<file path="config.mk">
export PLATFORM = sky130hd
export DESIGN_NAME = uuid_service_id_registry_unit
export DESIGN_NICKNAME = d
export VERILOG_FILES = /design/src/sv/usir_pkg.sv /design/src/sv/usir_entry_ram.sv /design/src/sv/uuid_service_id_registry_unit.sv
export VERILOG_INCLUDE_DIRS = /design/src /design/src/sv
export SDC_FILE = /design/constraint.sdc
export NUM_CORES = 2
export LEC_CHECK = 0
export BUFFER_PORTS_ARGS = -buffer_cell sky130_fd_sc_hd__buf_2
export CAP_MARGIN = 20
export CORE_MARGIN = 2
export CORE_UTILIZATION = 30
export CTS_CLUSTER_SIZE = 10
export DETAILED_ROUTE_END_ITERATION = 10
export PLACE_DENSITY = 0.54
export SYNTH_ARGS = -nofsm -noshare
export SYNTH_HDL_FRONTEND = slang
export SYNTH_SLANG_ARGS = --single-unit
</file>
<file path="constraint.sdc">
create_clock -name clk -period 12.3 [get_ports clk]
set_clock_uncertainty 0.2 [all_clocks]
set_input_delay 0 -clock clk [delete_from_list [all_inputs] [get_ports clk]]
set_output_delay 0 -clock clk [all_outputs]
set_load 0.02 [all_outputs]
</file>
<file path="src/sv/assert_macros.svh">
// Shared assertion macros. All checks sample on clk and are off while rst_n is low.
`ifndef ASSERT_MACROS_SVH
`define ASSERT_MACROS_SVH

// Implication check: when ante holds, cons must hold on the same edge.
`define ASSERT_IMPLIES(label, ante, cons) \
    label: assert property (@(posedge clk) disable iff (!rst_n) (ante) |-> (cons)) \
        else $error("assertion failed");

// Next-cycle check: when ante holds, cons must hold on the following edge.
`define ASSERT_NEXT(label, ante, cons) \
    label: assert property (@(posedge clk) disable iff (!rst_n) (ante) |=> (cons)) \
        else $error("assertion failed");

`endif

</file>
<file path="src/sv/usir_pkg.sv">
`timescale 1ns / 1ps

package usir_pkg;

    // Table geometry
    localparam int TABLE_ENTRIES = 16;
    localparam int IDX_W = (TABLE_ENTRIES > 1) ? $clog2(TABLE_ENTRIES) : 1;
    localparam int CNT_W = $clog2(TABLE_ENTRIES + 1);

    // Lowest base for newly assigned ids
    localparam logic [15:0] ID_FLOOR = 16'd100;
    localparam logic [15:0] ID_MAX = 16'hFFFF;
    localparam logic [15:0] BUILTIN_LIMIT_RESET = 16'd26;

    typedef enum logic [2:0] {
        CMD_REGISTER     = 3'd0,
        CMD_UNREGISTER   = 3'd1,
        CMD_CHECK_CUSTOM = 3'd2,
        CMD_UUID_BY_ID   = 3'd3,
        CMD_ID_BY_UUID   = 3'd4
    } cmd_t;

    typedef enum logic [1:0] {
        STS_OK        = 2'd0,
        STS_NOT_FOUND = 2'd1,
        STS_FULL      = 2'd2,
        STS_OVERFLOW  = 2'd3
    } status_t;

    typedef enum logic [1:0] {
        ST_IDLE,
        ST_SCAN,
        ST_FIN
    } state_t;

    // One stored table entry
    typedef struct packed {
        logic [63:0] uuid_upper;
        logic [63:0] uuid_lower;
        logic [15:0] service;
    } entry_t;

endpackage

</file>
<file path="src/sv/usir_entry_ram.sv">
`timescale 1ns / 1ps

// Entry store: one write port, one read port, registered read data.
module usir_entry_ram
    import usir_pkg::*;
(
    input  logic             clk,
    input  logic             wr_en,
    input  logic [IDX_W-1:0] wr_addr,
    input  entry_t           wr_data,
    input  logic             rd_en,
    input  logic [IDX_W-1:0] rd_addr,
    output entry_t           rd_data
);

    entry_t mem [TABLE_ENTRIES];

    // Write port
    always_ff @(posedge clk)
    begin
        if (wr_en)
        begin
            mem[wr_addr] <= wr_data;
        end
    end

    // Read port, registered read data
    always_ff @(posedge clk)
    begin
        if (rd_en)
        begin
            rd_data <= mem[rd_addr];
        end
    end

endmodule

</file>
<file path="src/sv/uuid_service_id_registry_unit.sv">
`timescale 1ns / 1ps

// Channel    Handshake            Payload
// request    in_valid/in_stall    command, uuid_upper, uuid_lower, service_number
// result     out_valid/out_stall  status, service_number_out, uuid_upper_out,
//                                 uuid_lower_out
// config     cfg_wr_en            cfg_wr_data (builtin_id_limit)
//
// Each request is accepted in ST_IDLE, walks the entry RAM through its single
// read port in ST_SCAN, and is resolved and written back in ST_FIN. A request
// is accepted while a previous result still waits in the output register; the
// resolve step waits only while that register is full and out_stall is high.
// Reset clears all valid bits at once and sets builtin_id_limit to 26; the entry
// RAM itself is not cleared.

`include "assert_macros.svh"

module uuid_service_id_registry_unit
    import usir_pkg::*;
(
    input  logic        clk,
    input  logic        rst_n,
    input  logic        cfg_wr_en,
    input  logic [15:0] cfg_wr_data,
    input  logic        in_valid,
    output logic        in_stall,
    input  logic [2:0]  command,
    input  logic [63:0] uuid_upper,
    input  logic [63:0] uuid_lower,
    input  logic [15:0] service_number,
    output logic        out_valid,
    input  logic        out_stall,
    output logic [1:0]  status,
    output logic [15:0] service_number_out,
    output logic [63:0] uuid_upper_out,
    output logic [63:0] uuid_lower_out
);

    state_t state_reg, state_next;

    logic [15:0] limit_reg;
    logic [TABLE_ENTRIES-1:0] valid_reg;

    // Latched request
    logic [2:0]  cmd_reg;
    logic [63:0] hi_reg;
    logic [63:0] lo_reg;
    logic [15:0] sid_reg;

    // Scan control
    logic [CNT_W-1:0] cnt_reg;
    logic             pend_reg;
    logic [IDX_W-1:0] pend_idx_reg;

    // Scan accumulators
    logic             found_reg;
    logic [IDX_W-1:0] found_idx_reg;
    logic [15:0]      found_svc_reg;
    logic [63:0]      found_hi_reg;
    logic [63:0]      found_lo_reg;
    logic [15:0]      top_reg;
    logic             free_found_reg;
    logic [IDX_W-1:0] free_idx_reg;

    // Output register
    logic        out_valid_reg;
    logic [1:0]  out_status_reg;
    logic [15:0] out_id_reg;
    logic [63:0] out_hi_reg;
    logic [63:0] out_lo_reg;

    logic   accept;
    logic   rd_en;
    logic   fin_fire;
    entry_t rd_data;
    entry_t wr_data;
    logic   wr_en;
    logic   clr_en;
    logic   by_uuid;
    logic   ent_valid;
    logic   ent_match;

    logic [1:0]  res_status;
    logic [15:0] res_id;
    logic [63:0] res_hi;
    logic [63:0] res_lo;

    usir_entry_ram u_ram (
        .clk     (clk),
        .wr_en   (wr_en),
        .wr_addr (free_idx_reg),
        .wr_data (wr_data),
        .rd_en   (rd_en),
        .rd_addr (cnt_reg[IDX_W-1:0]),
        .rd_data (rd_data)
    );

    assign accept = in_valid && !in_stall;

    // Next state
    always_comb
    begin
        state_next = state_reg;
        unique case (state_reg)
            ST_IDLE:
            begin
                if (in_valid)
                begin
                    state_next = ST_SCAN;
                end
            end
            ST_SCAN:
            begin
                if (cnt_reg == CNT_W'(TABLE_ENTRIES))
                begin
                    state_next = ST_FIN;
                end
            end
            ST_FIN:
            begin
                if (!out_valid_reg || !out_stall)
                begin
                    state_next = ST_IDLE;
                end
            end
            default:
            begin
                state_next = ST_IDLE;
            end
        endcase
    end

    // FSM outputs
    always_comb
    begin
        in_stall = 1'b1;
        rd_en    = 1'b0;
        fin_fire = 1'b0;
        unique case (state_reg)
            ST_IDLE:
            begin
                in_stall = 1'b0;
            end
            ST_SCAN:
            begin
                rd_en = cnt_reg < CNT_W'(TABLE_ENTRIES);
            end
            ST_FIN:
            begin
                fin_fire = !out_valid_reg || !out_stall;
            end
            default:
            begin
                in_stall = 1'b1;
            end
        endcase
    end

    always_ff @(posedge clk or negedge rst_n)
    begin
        if (!rst_n)
        begin
            state_reg <= ST_IDLE;
        end
        else
        begin
            state_reg <= state_next;
        end
    end

    // Configuration register
    always_ff @(posedge clk or negedge rst_n)
    begin
        if (!rst_n)
        begin
            limit_reg <= BUILTIN_LIMIT_RESET;
        end
        else if (cfg_wr_en)
        begin
            limit_reg <= cfg_wr_data;
        end
    end

    // Request latch
    always_ff @(posedge clk)
    begin
        if (accept)
        begin
            cmd_reg <= command;
            hi_reg  <= uuid_upper;
            lo_reg  <= uuid_lower;
            sid_reg <= service_number;
        end
    end

    // Entry compare for the data coming back from the RAM
    assign by_uuid   = (cmd_reg == CMD_REGISTER) || (cmd_reg == CMD_ID_BY_UUID);
    assign ent_valid = pend_reg && valid_reg[pend_idx_reg];
    assign ent_match = ent_valid && (by_uuid
                       ? (rd_data.uuid_upper == hi_reg && rd_data.uuid_lower == lo_reg)
                       : (rd_data.service == sid_reg));

    // Scan counter and accumulators
    always_ff @(posedge clk or negedge rst_n)
    begin
        if (!rst_n)
        begin
            cnt_reg        <= '0;
            pend_reg       <= 1'b0;
            found_reg      <= 1'b0;
            free_found_reg <= 1'b0;
            top_reg        <= ID_FLOOR;
        end
        else if (accept)
        begin
            cnt_reg        <= '0;
            pend_reg       <= 1'b0;
            found_reg      <= 1'b0;
            free_found_reg <= 1'b0;
            top_reg        <= ID_FLOOR;
        end
        else
        begin
            pend_reg <= rd_en;
            if (rd_en)
            begin
                cnt_reg <= cnt_reg + CNT_W'(1);
            end
            if (ent_match && !found_reg)
            begin
                found_reg <= 1'b1;
            end
            if (ent_valid && rd_data.service > top_reg)
            begin
                top_reg <= rd_data.service;
            end
            if (pend_reg && !valid_reg[pend_idx_reg] && !free_found_reg)
            begin
                free_found_reg <= 1'b1;
            end
        end
    end

    // Accumulator payload
    always_ff @(posedge clk)
    begin
        if (rd_en)
        begin
            pend_idx_reg <= cnt_reg[IDX_W-1:0];
        end
        if (ent_match && !found_reg)
        begin
            found_idx_reg <= pend_idx_reg;
            found_svc_reg <= rd_data.service;
            found_hi_reg  <= rd_data.uuid_upper;
            found_lo_reg  <= rd_data.uuid_lower;
        end
        if (pend_reg && !valid_reg[pend_idx_reg] && !free_found_reg)
        begin
            free_idx_reg <= pend_idx_reg;
        end
    end

    // Resolve the command once the scan is complete
    always_comb
    begin
        res_status = STS_NOT_FOUND;
        res_id     = '0;
        res_hi     = '0;
        res_lo     = '0;
        wr_en      = 1'b0;
        clr_en     = 1'b0;
        wr_data.uuid_upper = hi_reg;
        wr_data.uuid_lower = lo_reg;
        wr_data.service    = top_reg + 16'd1;
        unique case (cmd_reg) inside
            CMD_REGISTER:
            begin
                if (found_reg)
                begin
                    res_status = STS_OK;
                    res_id     = found_svc_reg;
                end
                else if (!free_found_reg)
                begin
                    res_status = STS_FULL;
                end
                else if (top_reg == ID_MAX)
                begin
                    res_status = STS_OVERFLOW;
                end
                else
                begin
                    res_status = STS_OK;
                    res_id     = top_reg + 16'd1;
                    wr_en      = fin_fire;
                end
            end
            CMD_UNREGISTER:
            begin
                if (found_reg)
                begin
                    res_status = STS_OK;
                    res_id     = sid_reg;
                    clr_en     = fin_fire;
                end
            end
            CMD_CHECK_CUSTOM, CMD_UUID_BY_ID:
            begin
                if (found_reg && sid_reg >= limit_reg)
                begin
                    res_status = STS_OK;
                    res_id     = sid_reg;
                    if (cmd_reg == CMD_UUID_BY_ID)
                    begin
                        res_hi = found_hi_reg;
                        res_lo = found_lo_reg;
                    end
                end
            end
            CMD_ID_BY_UUID:
            begin
                if (found_reg)
                begin
                    res_status = STS_OK;
                    res_id     = found_svc_reg;
                end
            end
            default:
            begin
                res_status = STS_NOT_FOUND;
            end
        endcase
    end

    // Valid bits
    always_ff @(posedge clk or negedge rst_n)
    begin
        if (!rst_n)
        begin
            valid_reg <= '0;
        end
        else
        begin
            if (wr_en)
            begin
                valid_reg[free_idx_reg] <= 1'b1;
            end
            if (clr_en)
            begin
                valid_reg[found_idx_reg] <= 1'b0;
            end
        end
    end

    // Output register
    always_ff @(posedge clk or negedge rst_n)
    begin
        if (!rst_n)
        begin
            out_valid_reg <= 1'b0;
        end
        else if (fin_fire)
        begin
            out_valid_reg <= 1'b1;
        end
        else if (!out_stall)
        begin
            out_valid_reg <= 1'b0;
        end
    end

    always_ff @(posedge clk)
    begin
        if (fin_fire)
        begin
            out_status_reg <= res_status;
            out_id_reg     <= res_id;
            out_hi_reg     <= res_hi;
            out_lo_reg     <= res_lo;
        end
    end

    assign out_valid          = out_valid_reg;
    assign status             = out_status_reg;
    assign service_number_out = out_id_reg;
    assign uuid_upper_out     = out_hi_reg;
    assign uuid_lower_out     = out_lo_reg;

    // Checks
    `ASSERT_IMPLIES(a_result_from_fin, $rose(out_valid_reg), $past(state_reg) == ST_FIN)
    `ASSERT_IMPLIES(a_fin_after_full_scan,
        state_reg == ST_FIN && $past(state_reg) == ST_SCAN,
        $past(cnt_reg) == CNT_W'(TABLE_ENTRIES))
    `ASSERT_IMPLIES(a_free_slot_empty, state_reg == ST_FIN && free_found_reg,
        !valid_reg[free_idx_reg])
    `ASSERT_IMPLIES(a_match_valid, state_reg == ST_FIN && found_reg,
        valid_reg[found_idx_reg])

endmodule
</file>
==> results.tsv <==
stage	metric	value	unit
power_and_ir_drop	clkPwrFrac	0.326	
layout	top_register	u_ram.mem	
power_and_ir_drop	p_seq_frac	0.468	
clocking	clock_latency	920	ps
die	die_y	611	um
layout	top_regs	u_ram.mem x2304, u_ram.rd_data x144	
sta	fin_crit_sh	0.494	
worst_setup_path	critical-path-max-stage-delay	850	ps
clocking	numCtsBuffers	343	
clocking	htree_levels	5	
worst_setup_path	worstSetupStartpointType	flip-flop	
global_routing	grt_pass1_wl	431000	um
clocking	post_cts_resized	0	
synthesis	synth_area	111000	sq um
placement	dp_hpwl	172000	um
synthesis	ys_ff_latch	2956	
drt	postRouteAntennaNets	0	
synthesis	yosys_warnings	0	
synthesis	syn-num-nets	4808	
synthesis	yosysTopAreaCell	edfxtp_1	
run	drv_cap	0	
sta	tightest_slew	1160	ps
power_and_ir_drop	p_sw_frac	0.274	
synthesis	ys_seq_area_frac	0.800	
power_and_ir_drop	ir_drop	0.000233	V
power_and_ir_drop	leakagePower	41.2	nW
drt	dr.pass1.iters	5	
sta	slew_violations	0	
synthesis	synthFlopType	edfxtp_1	
die	num_rows	222	
die	io_pins	316	
clocking	clk_pin_slew	60	ps
worst_setup_path	cp_data_arrival_time	6380	ps
drt	first_iter_violations	5737	
drt	drc	0	
placement	routabilityCongestion	0.760	
drt	routed_wl	312000	um
power_and_ir_drop	powerDensity	209	nW/um^2
sta	relSlewSlack	0.225	
global_routing	antenna_found_initial	34	
power_and_ir_drop	p_comb_frac	0.206	
drt	vias	52400	
worst_setup_path	cp_cell_sequence	xnor2_1 > nand4_1 > nor4_1 > nand4_1 > nor4_1 > buf_2 > buf_4 > o21bai_1 > nor2_4 > buf_12 > buf_4	
worst_setup_path	cp_max_fo	93	
synthesis	synth_top_area_frac	0.787	
sta	setup_viol	0	
run_status	outcome	finished clean	
die	core_area	366000	sq um
drt	vias_per_cell	4.99	
sta	rsz0062_at_grt	false	
sta	clock.fmax	165	MHz
global_routing	grt_max_degree	129	
global_routing	grt_overflow	0	
die	initial_core_util	0.302	
power_and_ir_drop	p_int	0.0200	W
die	die_x	611	um
layout	fin_nets	5758	
sta	hold_viol_final	0	
clocking	cts-hold-fix-buffers	364	
synthesis	syn_area_per_cell	24.0	sq um
clocking	postCtsSetupBuffers	0	
worst_setup_path	path_class	flip-flop to flip-flop	
die	dieArea	373000	sq um
drt	wl_per_cell	29.7	um
global_routing	grt_pass1_vias	54500	
synthesis	ys_async_sr_fraction	0.0200	
clocking	ctsLongestPathBuffers	4	
layout	largest_reg_flops	2304	
clocking	cts_tree	built	
hold_path	min_path_type	input port to flip-flop	
worst_setup_path	critical_path_required	12610	ps
global_routing	track_usage	0.164	
power_and_ir_drop	finalPower	0.0275	W
layout	drive_above_1_share	0.278	
power_and_ir_drop	p_sw	0.00754	W
clocking	cts-root-buf	clkbuf_16	
synthesis	synthTopCellsByArea	edfxtp_1 (79%), mux4_2 (15%), dfrtp_1 (1.2%)	
clocking	cts.sinks	2956	
sta	fin_crit	6070	ps
synthesis	syn_inst	4605	
worst_setup_path	cp-end-kind	flip-flop	
sta	fin_setup_tns	0	ps
synthesis	synth.distinct_cells	58	
placement	portBuffers	315	
layout	syn2layout_area_growth	19.3	%
worst_setup_path	crit_path_top_delay_cell	xnor2_1	
synthesis	synth_edf_count	2897	
==> power by group through the flow <==
stage	logic (W)	clock network (W)	registers (W)
2_1_floorplan	0.00399	0	0.0127
4_1_cts	0.00576	0.00919	0.0129
5_1_grt	0.00601	0.00957	0.0129
3_5_place_dp	0.00565	0	0.0131
6_report	0.00565	0.00897	0.0129
3_3_place_gp	0.00565	0	0.0130
==> critical path, delay by kind of cell, from the launching register on <==
kind	cells	cell delay, ps
and+or+nand+nor	5	1970
xor gates and xnor gates	1	850
AOI/OAI and AO/OA	1	120
DFF	1	620
buffers and inverters	4	1670
==> synthesized netlist by cell type (all sizes together), types with 3 or more instances <==
library cell and number:
a221o 17, mux4 724, buf 47, nand3 10, o32a 4, clkbuf 142
o22ai 10, o22a 6, dfstp 6, xor2 33, nor4 22, nor2b 45
mux2i 15, nand3b 4, o21ai 17, a2bb2oi 6, ha 35, a2111o 9
nor2 57, o221ai 3, edfxtp 2897, nand2b 27, a21oi 14, a211o 4
and2 128, nand2 29, nor3b 4, o2111ai 6, nand4 31, a21o 10
nor3 9, dfrtp 53, inv 75, xnor2 80
==> final timing paths <==
path	cells past startpoint	from	end	slack, ps
max	11	lo_reg[12]$_DFFE_PP_	found_hi_reg[52]$_DFFE_PP_	6230
min	3	uuid_lower[62]	lo_reg[62]$_DFFE_PP_	110
max reg2reg	11	lo_reg[12]$_DFFE_PP_	found_hi_reg[52]$_DFFE_PP_	6230
min reg2reg	0	u_ram.rd_data[34]$_DFFE_PP_	found_lo_reg[18]$_DFFE_PP_	240
max in group asynchronous	4	rst_n	cnt_reg[0]$_DFFE_PN0P_	10950
min in group asynchronous	4	rst_n	limit_reg[5]$_DFFE_PN0P_	260
==> layout by cell type (no fill, tap or decap), types with 6 or more instances in the layout <==
master	synthesis	layout
nor2b_1	45	45
nand2_1	29	29
inv_16	0	7
nor2_1	57	43
mux2i_1	15	15
xor2_1	33	33
o21ai_0	17	17
dfrtp_1	53	49
dlygate4sd3_1	0	364
clkbuf_16	0	350
nor2_4	0	14
clkinv_1	0	12
nand3_1	10	10
buf_12	1	16
o22a_1	6	6
nand4_1	31	31
mux4_2	720	720
a2111o_1	9	9
and2_1	128	128
clkbuf_1	142	58
inv_1	75	74
buf_4	0	96
xnor2_1	80	79
a21o_1	10	10
a221o_1	17	17
o2111ai_1	6	6
inv_6	0	8
a2bb2oi_1	6	6
dfstp_2	6	6
nor4_1	22	22
edfxtp_1	2897	2897
diode_2	0	21
a21oi_1	14	14
ha_1	35	35
nand2b_1	26	26
buf_2	33	316
o22ai_1	10	10
==> kinds of logic after synthesis <==
| group | share of synthesized area |
|---|---|
| XOR/XNOR | 0.00895 |
| buffers and inverters | 0.00948 |
| adder cells (fa/ha/maj) | 0.00396 |
| AO/OA/AOI/OAI | 0.00896 |
| multiplexers | 0.149 |
| flip-flops | 0.800 |
| AND/OR/NAND/NOR | 0.0191 |
==> area by class of cell <==
type | instances | area (sq um)
Antenna cell | 21 | 52.6
Clock buffer | 411 | 9020
Clock inverter | 39 | 440
Inverter | 75 | 289
Fill cell | 33400 | 234000
Tap cell | 4816 | 6030
Multi-Input combinational cell | 1385 | 21200
Timing Repair Buffer | 794 | 6320
Sequential cell | 2956 | 88500
==> layer usage <==
| metal | wire, um | GRT usage |
|---|---|---|
| met1 | 130000 | 0.222 |
| met2 | 153000 | 0.273 |
| met3 | 20400 | 0.0288 |
| met4 | 8310 | 0.0449 |
| met5 | 13 | 0 |
==> stage by stage <==
stage / utilization / setup slack [ps] / std cells / instance area (sq um) / hold slack, ps
final: 0.360 / 6230 / 10500 / 132000 / 113
after global routing: 0.360 / 5950 / 10500 / 132000 / 118
after CTS: 0.360 / 5650 / 10500 / 132000 / 34.7
after detailed placement: 0.324 / 5730 / 9657 / 119000 / -21.9
after global placement: 0.324 / 5620 / 9656 / 119000 / -20.4
after floorplan: - / 3470 / 4605 / 111000 / -496
No activity file was read; power rests on OpenSTA's default activity.
